==> config.mk <==
export PLATFORM = sky130hd
export DESIGN_NAME = base64_stream_decoder
export DESIGN_NICKNAME = d
export VERILOG_FILES = /design/src/rtl/b64d_pkg.sv /design/src/rtl/b64d_front.sv /design/src/rtl/b64d_queue.sv /design/src/rtl/b64d_back.sv /design/src/rtl/base64_stream_decoder.sv
export VERILOG_INCLUDE_DIRS = /design/src /design/src/rtl
export SDC_FILE = /design/constraint.sdc
export NUM_CORES = 1
export LEC_CHECK = 0
export BUFFER_PORTS_ARGS = -buffer_cell sky130_fd_sc_hd__buf_2
export CAP_MARGIN = 5
export CELL_PAD_IN_SITES_DETAIL_PLACEMENT = 1
export CELL_PAD_IN_SITES_GLOBAL_PLACEMENT = 1
export CORE_MARGIN = 5
export CORE_UTILIZATION = 45
export CTS_CLUSTER_DIAMETER = 80
export CTS_CLUSTER_SIZE = 28
export DETAILED_ROUTE_END_ITERATION = 10
export PLACE_DENSITY = 0.73
export SYNTH_ARGS = -nofsm -noshare
export SYNTH_HDL_FRONTEND = slang
export SYNTH_SLANG_ARGS = --single-unit
==> constraint.sdc <==
create_clock -name clock -period 6.7 [get_ports clock]
set_input_delay 0.67 -clock clock [delete_from_list [all_inputs] [get_ports clock]]
set_output_delay 0.67 -clock clock [all_outputs]
set_load 0.02 [all_outputs]
==> src/rtl/assert_macros.svh <==
// Assertion helpers shared by the decoder modules.
// All checks are clocked on the rising edge and are disabled while reset is high.
`ifndef ASSERT_MACROS_SVH
`define ASSERT_MACROS_SVH

// The property must hold at every clock edge.
`define ASSERT_ALWAYS(label, clk, rst, prop, msg) \
   label: assert property (@(posedge clk) disable iff (rst) (prop)) else $error(msg);

// When the condition holds, the consequence must hold in the following cycle.
`define ASSERT_NEXT(label, clk, rst, cond, cons, msg) \
   label: assert property (@(posedge clk) disable iff (rst) (cond) |=> (cons)) else $error(msg);

`endif

==> src/rtl/b64d_pkg.sv <==
package b64d_pkg;

   localparam int QueueDepthDefault = 4;

   localparam logic [7:0] UpperFirst = 8'h41;  // 'A'
   localparam logic [7:0] UpperLast  = 8'h5A;  // 'Z'
   localparam logic [7:0] LowerFirst = 8'h61;  // 'a'
   localparam logic [7:0] LowerLast  = 8'h7A;  // 'z'
   localparam logic [7:0] DigitFirst = 8'h30;  // '0'
   localparam logic [7:0] DigitLast  = 8'h39;  // '9'
   localparam logic [7:0] PlusChar   = 8'h2B;  // '+'
   localparam logic [7:0] SlashChar  = 8'h2F;  // '/'
   localparam logic [7:0] PadChar    = 8'h3D;  // '='

   // Offsets that take a character code to its sextet, modulo 256.
   localparam logic [7:0] UpperOffset = 8'h41;  // 'A' -> 0
   localparam logic [7:0] LowerOffset = 8'h47;  // 'a' -> 26
   localparam logic [7:0] DigitOffset = 8'hFC;  // '0' -> 52
   localparam logic [5:0] PlusValue   = 6'd62;
   localparam logic [5:0] SlashValue  = 6'd63;

   typedef struct packed {
      logic [7:0] char_code;
      logic       message_end;
   } req_item_type;

   typedef struct packed {
      logic [7:0] data_byte;
      logic       run_last;
   } rsp_item_type;

   typedef struct packed {
      logic       valid;
      logic [5:0] value;
   } sextet_type;

   // Up to three decoded bytes of one item; bytes[0] goes out first.
   typedef struct packed {
      logic [2:0][7:0] bytes;
      logic [1:0]      last_idx;
   } packet_type;

   function automatic sextet_type decode_char(input logic [7:0] c);
      sextet_type s;
      logic [7:0] d;
      s = '0;
      d = '0;
      case (c) inside
         [UpperFirst:UpperLast]: begin
            d = c - UpperOffset;
            s = '{valid: 1'b1, value: d[5:0]};
         end
         [LowerFirst:LowerLast]: begin
            d = c - LowerOffset;
            s = '{valid: 1'b1, value: d[5:0]};
         end
         [DigitFirst:DigitLast]: begin
            d = c - DigitOffset;
            s = '{valid: 1'b1, value: d[5:0]};
         end
         PlusChar:  s = '{valid: 1'b1, value: PlusValue};
         SlashChar: s = '{valid: 1'b1, value: SlashValue};
         PadChar:   s = '0;
         default:   s = '0;
      endcase
      return s;
   endfunction

   // Four sextets, most significant bits first, make three bytes.
   function automatic logic [2:0][7:0] pack_group(input logic [5:0] s0, input logic [5:0] s1,
                                                  input logic [5:0] s2, input logic [5:0] s3);
      logic [2:0][7:0] b;
      b[0] = {s0, s1[5:4]};
      b[1] = {s1[3:0], s2[5:2]};
      b[2] = {s2[1:0], s3};
      return b;
   endfunction

endpackage

==> src/rtl/b64d_front.sv <==
`include "assert_macros.svh"

module b64d_front (
   input  logic                   clock,
   input  logic                   reset,
   input  logic                   req_valid,
   output logic                   req_stall,
   input  b64d_pkg::req_item_type req_item,
   input  logic                   queue_full,
   output logic                   push,
   output b64d_pkg::packet_type   push_packet
);

   logic [1:0]       fill_ff, fill_in;
   logic [2:0][5:0]  held_ff, held_in;
   logic             halted_ff, halted_in;

   logic                  accept;
   b64d_pkg::sextet_type  sx;
   logic [2:0][5:0]       merged;
   logic [1:0]            n_bytes;

   assign req_stall = queue_full;
   assign accept    = req_valid && !queue_full;
   assign sx        = b64d_pkg::decode_char(req_item.char_code);

   always_comb begin
      // The held sextets with the new one dropped into its slot, so that a
      // flush at message end sees it.
      for (int i = 0; i < 3; i++) begin
         merged[i] = (sx.valid && fill_ff == 2'(i)) ? sx.value : held_ff[i];
      end

      if (halted_ff) begin
         n_bytes = 2'd0;
      end else if (!sx.valid) begin
         n_bytes = (fill_ff >= 2'd2) ? fill_ff - 2'd1 : 2'd0;
      end else if (fill_ff == 2'd3) begin
         n_bytes = 2'd3;
      end else if (req_item.message_end) begin
         n_bytes = fill_ff;
      end else begin
         n_bytes = 2'd0;
      end

      push_packet.bytes    = b64d_pkg::pack_group(merged[0], merged[1], merged[2], sx.value);
      push_packet.last_idx = n_bytes - 2'd1;
      push                 = accept && (n_bytes != 2'd0);

      fill_in   = fill_ff;
      held_in   = held_ff;
      halted_in = halted_ff;
      if (accept) begin
         if (req_item.message_end) begin
            fill_in   = '0;
            held_in   = '0;
            halted_in = 1'b0;
         end else if (!halted_ff) begin
            if (!sx.valid) begin
               fill_in   = '0;
               halted_in = 1'b1;
            end else if (fill_ff == 2'd3) begin
               fill_in = '0;
            end else begin
               held_in = merged;
               fill_in = fill_ff + 2'd1;
            end
         end
      end
   end

   always_ff @(posedge clock) begin
      if (reset) begin
         fill_ff   <= '0;
         held_ff   <= '0;
         halted_ff <= 1'b0;
      end else begin
         fill_ff   <= fill_in;
         held_ff   <= held_in;
         halted_ff <= halted_in;
      end
   end

   `ASSERT_ALWAYS(a_halted_silent, clock, reset, !(halted_ff && push), "push while halted")
   `ASSERT_NEXT(a_end_clears, clock, reset, accept && req_item.message_end, fill_ff == 2'd0 && !halted_ff, "message end left state behind")

endmodule

==> src/rtl/b64d_queue.sv <==
`include "assert_macros.svh"

module b64d_queue #(
   parameter int QueueDepth = b64d_pkg::QueueDepthDefault
) (
   input  logic                 clock,
   input  logic                 reset,
   input  logic                 push,
   input  b64d_pkg::packet_type push_packet,
   output logic                 full,
   output logic                 not_empty,
   output b64d_pkg::packet_type head,
   input  logic                 pop
);

   localparam int PtrW = $clog2(QueueDepth);
   localparam int CntW = $clog2(QueueDepth + 1);

   b64d_pkg::packet_type store_ff [QueueDepth];
   logic [PtrW-1:0] wr_ptr_ff, wr_ptr_in;
   logic [PtrW-1:0] rd_ptr_ff, rd_ptr_in;
   logic [CntW-1:0] count_ff, count_in;

   assign full      = (count_ff == CntW'(QueueDepth));
   assign not_empty = (count_ff != '0);
   assign head      = store_ff[rd_ptr_ff];

   always_comb begin
      wr_ptr_in = wr_ptr_ff;
      rd_ptr_in = rd_ptr_ff;
      count_in  = count_ff;
      if (push) begin
         wr_ptr_in = (wr_ptr_ff == PtrW'(QueueDepth - 1)) ? '0 : wr_ptr_ff + PtrW'(1);
      end
      if (pop) begin
         rd_ptr_in = (rd_ptr_ff == PtrW'(QueueDepth - 1)) ? '0 : rd_ptr_ff + PtrW'(1);
      end
      if (push && !pop) begin
         count_in = count_ff + CntW'(1);
      end else if (pop && !push) begin
         count_in = count_ff - CntW'(1);
      end
   end

   always_ff @(posedge clock) begin
      if (reset) begin
         wr_ptr_ff <= '0;
         rd_ptr_ff <= '0;
         count_ff  <= '0;
      end else begin
         wr_ptr_ff <= wr_ptr_in;
         rd_ptr_ff <= rd_ptr_in;
         count_ff  <= count_in;
      end
   end

   always_ff @(posedge clock) begin
      if (push) begin
         store_ff[wr_ptr_ff] <= push_packet;
      end
   end

   `ASSERT_ALWAYS(a_no_overflow, clock, reset, !(push && full), "push into a full queue")
   `ASSERT_ALWAYS(a_no_underflow, clock, reset, !(pop && !not_empty), "pop from an empty queue")

endmodule

==> src/rtl/b64d_back.sv <==
`include "assert_macros.svh"

module b64d_back (
   input  logic                   clock,
   input  logic                   reset,
   input  logic                   not_empty,
   input  b64d_pkg::packet_type   head,
   output logic                   pop,
   output logic                   rsp_valid,
   input  logic                   rsp_stall,
   output b64d_pkg::rsp_item_type rsp_item
);

   logic [1:0] idx_ff, idx_in;
   logic       last;

   assign rsp_valid          = not_empty;
   assign last               = (idx_ff == head.last_idx);
   assign rsp_item.data_byte = head.bytes[idx_ff];
   assign rsp_item.run_last  = last;
   assign pop                = rsp_valid && !rsp_stall && last;

   always_comb begin
      idx_in = idx_ff;
      if (rsp_valid && !rsp_stall) begin
         idx_in = last ? 2'd0 : idx_ff + 2'd1;
      end
   end

   always_ff @(posedge clock) begin
      if (reset) begin
         idx_ff <= '0;
      end else begin
         idx_ff <= idx_in;
      end
   end

   `ASSERT_ALWAYS(a_idx_in_packet, clock, reset, !not_empty || idx_ff <= head.last_idx, "byte index beyond packet")

endmodule

==> src/rtl/base64_stream_decoder.sv <==
// Streaming base64 decoder for the standard alphabet (A-Z, a-z, 0-9, '+', '/'). Each input
// item is one character; every fourth valid character releases three bytes, most significant
// bits first. A pad '=' or any byte outside the alphabet flushes the partial group (k held
// sextets give k-1 bytes) and halts decoding until the item flagged message_end, which also
// flushes what is held and clears all state. Each result item is one byte, and run_last marks
// the last byte that a given input item produced. The front accepts one character every cycle
// while the packet queue has room; the back emits one byte per cycle while rsp_stall is low, so
// an item that yields three bytes holds the output side until all three are taken. Typical
// text (four characters per three bytes) therefore streams at one character per cycle, and input
// stalls only when the back, limited to one byte per cycle, lets the QueueDepth-entry queue fill.
// Bytes are registered in the queue before they are offered. QueueDepth must be at least 2.
module base64_stream_decoder #(
   parameter int QueueDepth = b64d_pkg::QueueDepthDefault
) (
   input  logic                   clock,
   input  logic                   reset,
   input  logic                   req_valid,
   output logic                   req_stall,
   input  b64d_pkg::req_item_type req_item,
   output logic                   rsp_valid,
   input  logic                   rsp_stall,
   output b64d_pkg::rsp_item_type rsp_item
);

   logic                 push;
   b64d_pkg::packet_type push_packet;
   logic                 queue_full;
   logic                 not_empty;
   b64d_pkg::packet_type head;
   logic                 pop;

   // Front: decodes the character, keeps the group state and builds a packet of bytes.
   b64d_front u_front (
      .clock       (clock),
      .reset       (reset),
      .req_valid   (req_valid),
      .req_stall   (req_stall),
      .req_item    (req_item),
      .queue_full  (queue_full),
      .push        (push),
      .push_packet (push_packet)
   );

   // Packet queue that lets the front keep taking characters while bytes drain.
   b64d_queue #(
      .QueueDepth (QueueDepth)
   ) u_queue (
      .clock       (clock),
      .reset       (reset),
      .push        (push),
      .push_packet (push_packet),
      .full        (queue_full),
      .not_empty   (not_empty),
      .head        (head),
      .pop         (pop)
   );

   // Back: walks the head packet one byte per item and releases it after the last byte.
   b64d_back u_back (
      .clock     (clock),
      .reset     (reset),
      .not_empty (not_empty),
      .head      (head),
      .pop       (pop),
      .rsp_valid (rsp_valid),
      .rsp_stall (rsp_stall),
      .rsp_item  (rsp_item)
   );

endmodule
==> results.toml <==
[placed_design]
gp_congestion = 0.8601
io_buffers = 23
dp_hpwl_um = 8736
dpl.cell_count = 604

[sta]
period_needed_ns = 4.440
finalCritPeriodShare_pct = 66.27
skew_ns = 0.01061
max_freq_ghz = 0.2252
worstMarginPinSlew_ns = 1.126
setup_viol = 0
rsz0062_at_grt = "no"
slew_viol_final = 0
hold_viol = 0
slew_headroom_pct = 24.92
final.setup.tns_ns = 0

[clocking]
cts_root_buf = "clkbuf_16"
cts_num_sinks = 136
h-tree-depth = 4
max-clock-path-buffers = 2
clkTransAtPathRegs_ns = 0.06
clk_latency_ns = 0.43
cts_tree = "yes"
post_cts_buffers = 0
cts-resized-gates = 0
cts_buffers = 17
cts_hold_buf = 0

[synthesis]
synthTopCellsByCount = "edfxtp_1, dfxtp_1, nand2_1"
yosys.area.top_type = "edfxtp_1"
async_reset_ff_share_pct = 0
ys_seq_area_share_pct = 61.43
yosys_warnings = 0
syn_area_per_cell_um2 = 14.66
synth_mux_area_share_pct = 12.25
synth_edf_count = 104
synth_top_family_by_area = "multiplexers"
synth_area_leaders = "edfxtp_1, dfxtp_1, mux4_2"
syn_nets = 453
synth_compound_gate_area_share_pct = 10.23
synth_most_common_cell = "edfxtp_1"
synth_xor_xnor_area_share_pct = 1.287
synth.distinct_cells = 60
yosys.area_share.simple_pct = 6.861
yosys.area.top_type_share_pct = 50.97
synthesis.area_um2 = 6127
netlist_instances = 418
synth_fa_ha_area_share_pct = 4.615
ys.flop_type = "edfxtp_1"
ys_ff_latch = 136

[power]
pwr-share-seq_pct = 43.4
ir_drop_uv = 173.1
power_switching_mw = 0.4787
leakage_nw = 2.519
sw_frac_of_total_pct = 21.87
powerDensity_nw_per_um2 = 309.4
pwr-share-clk_pct = 47.6
combPwrFrac_pct = 8.9
power.internal_mw = 1.710

[grt]
use_met1_pct = 21.66
gr-total-overflow = 0
met2_usage_pct = 30.57
grt_first_pass_wirelength_um = 21540
gr-usage-met3_pct = 4.161
first_global_vias = 3978
busiest_layer = "met2"
antenna_found_initial = 0
grt_max_degree = 27
grt_usage_pct = 17.83

[routing]
drt_iter0_markers = 223
num_vias = 3577
viasPerCell = 5.624
wl_um = 13330
wl_per_cell_um = 20.96
ant_nets = 0
firstDrtPassIters = 5
drc_errors = 0

[critical_path]
rrSetupSlack_ns = 3.28
endpoint = "u_queue.store_ff[2][20]$_DFFE_PP_"
timing_worst_setup_path_type = "in -> reg"
cp.required_ns = 6.83
startpoint_type = "primary input"
critPathLaunch = "req_item[3]"
rr_endpoint = "u_queue.count_ff[2]$_SDFFE_PP0P_"
end_kind = "flip-flop"
crit_fanout = 20
ff2ff_path_depth = 10
arrival_ns = 4.57

[floorplanning]
core_area_um2 = 13300
die_w_um = 126.7
rows = 42
dieArea_um2 = 16050
die_h_um = 126.7
boundaryPins = 24
start_util_pct = 46.09

[flow_run]
cap_violations = 0

[min_path]
hold_path.class = "reg -> reg"

[finish]
area_delta_synth_final_pct = 15.44
finalNonFillerCells = 636
fin_nets = 482
drive_above_1_share_pct = 23.70
antennaDiodeCount = 0

[status]
outcome = "complete, no violations"
stage by stage:
stage	power (mW)	hold WS, ns	utilization (%)	worst slack [ns]	cell area (um2)
floorplan	1.103	0.4322	-	2.580	6127
global placement	1.157	0.4460	48.18	2.009	6406
detailed placement	1.165	0.4509	48.18	1.815	6406
CTS	2.215	0.4692	53.20	2.185	7073
global route	2.271	0.4774	53.20	2.021	7073
finish	2.189	0.4678	53.20	2.260	7073
flip-flops by register name, summed over array words and instances (netlist names), named ones only:
| name | count |
|---|---|
| u_front.halted_ff | 1 |
| u_queue.count_ff | 3 |
| u_queue.wr_ptr_ff | 2 |
| u_front.fill_ff | 2 |
| u_queue.rd_ptr_ff | 2 |
| u_queue.store_ff | 104 |
| u_front.held_ff | 18 |
| u_back.idx_ff | 2 |
placed cells by master (no fill, tap or decap), drive strengths merged, types with 5 or more instances in the layout:
cell	count
edfxtp	104
dfxtp	32
buf	29
nand2	28
inv	27
mux4	26
o21ai	26
ha	21
nor2	19
clkbuf	18
mux2i	12
o2bb2ai	11
a21oi	9
o22ai	8
xor2	6
bufinv	6
clkinv	6
or3	5
critical path, stage by stage:
cell and delay [ns]:
buf_2 0.22, inv_1 0.15, ha_1 0.29, a21oi_1 0.21, a311oi_2 0.10, or3_1 0.51
nand3_4 0.17, nor2_1 0.07, a211o_1 0.33, ha_1 0.21, nor2_1 0.37, and2_1 0.95
buf_4 0.31
final cells by class:
cell class / instances / area, um2
flip-flops and latches: 136 / 3765
well taps: 176 / 220.2
repair buffers: 29 / 160.2
clock buffers: 18 / 439.2
inverters: 27 / 101.3
fillers: 1316 / 6222
multi-input cells: 236 / 2160
clock inverters: 14 / 227.7
how the worst min path moves through the flow:
stage	start	endpoint	slack, ns	depth (start not counted)
after floorplan	u_front.held_ff[0]$_SDFFE_PP0P_	u_front.held_ff[0]$_SDFFE_PP0P_	0.43	1
after global placement	u_front.held_ff[0]$_SDFFE_PP0P_	u_front.held_ff[0]$_SDFFE_PP0P_	0.45	1
after detailed placement	u_front.held_ff[8]$_SDFFE_PP0P_	u_front.held_ff[8]$_SDFFE_PP0P_	0.45	1
after CTS	u_front.held_ff[13]$_SDFFE_PP0P_	u_front.held_ff[13]$_SDFFE_PP0P_	0.47	1
after global routing	u_front.held_ff[17]$_SDFFE_PP0P_	u_front.held_ff[17]$_SDFFE_PP0P_	0.48	1
final	u_front.held_ff[13]$_SDFFE_PP0P_	u_front.held_ff[13]$_SDFFE_PP0P_	0.47	1
cell families after synthesis:
logic type / count (synthesis)
compound gates: 83
flops: 136
fa+ha+maj: 22
simple gates: 80
mux: 42
xor+xnor: 9
buf+inv: 46
metal layers:
metal | vias up | wire length (um)
met3 | 18 | 407
met4 | 0 | 289
met1 | 1828 | 5636
met5 | - | 0
met2 | 63 | 6999
li1 | 1668 | -
power groups by stage:
stage                     logic, mW  registers (mW)  clock network (mW)
after CTS                     0.198           0.951                1.07
after floorplan               0.153           0.950                   0
after detailed placement      0.196           0.969                   0
after global placement        0.190           0.967                   0
after global routing          0.213           0.954                1.10
final                         0.195           0.951                1.04
Power figures use the tool's default switching activity.
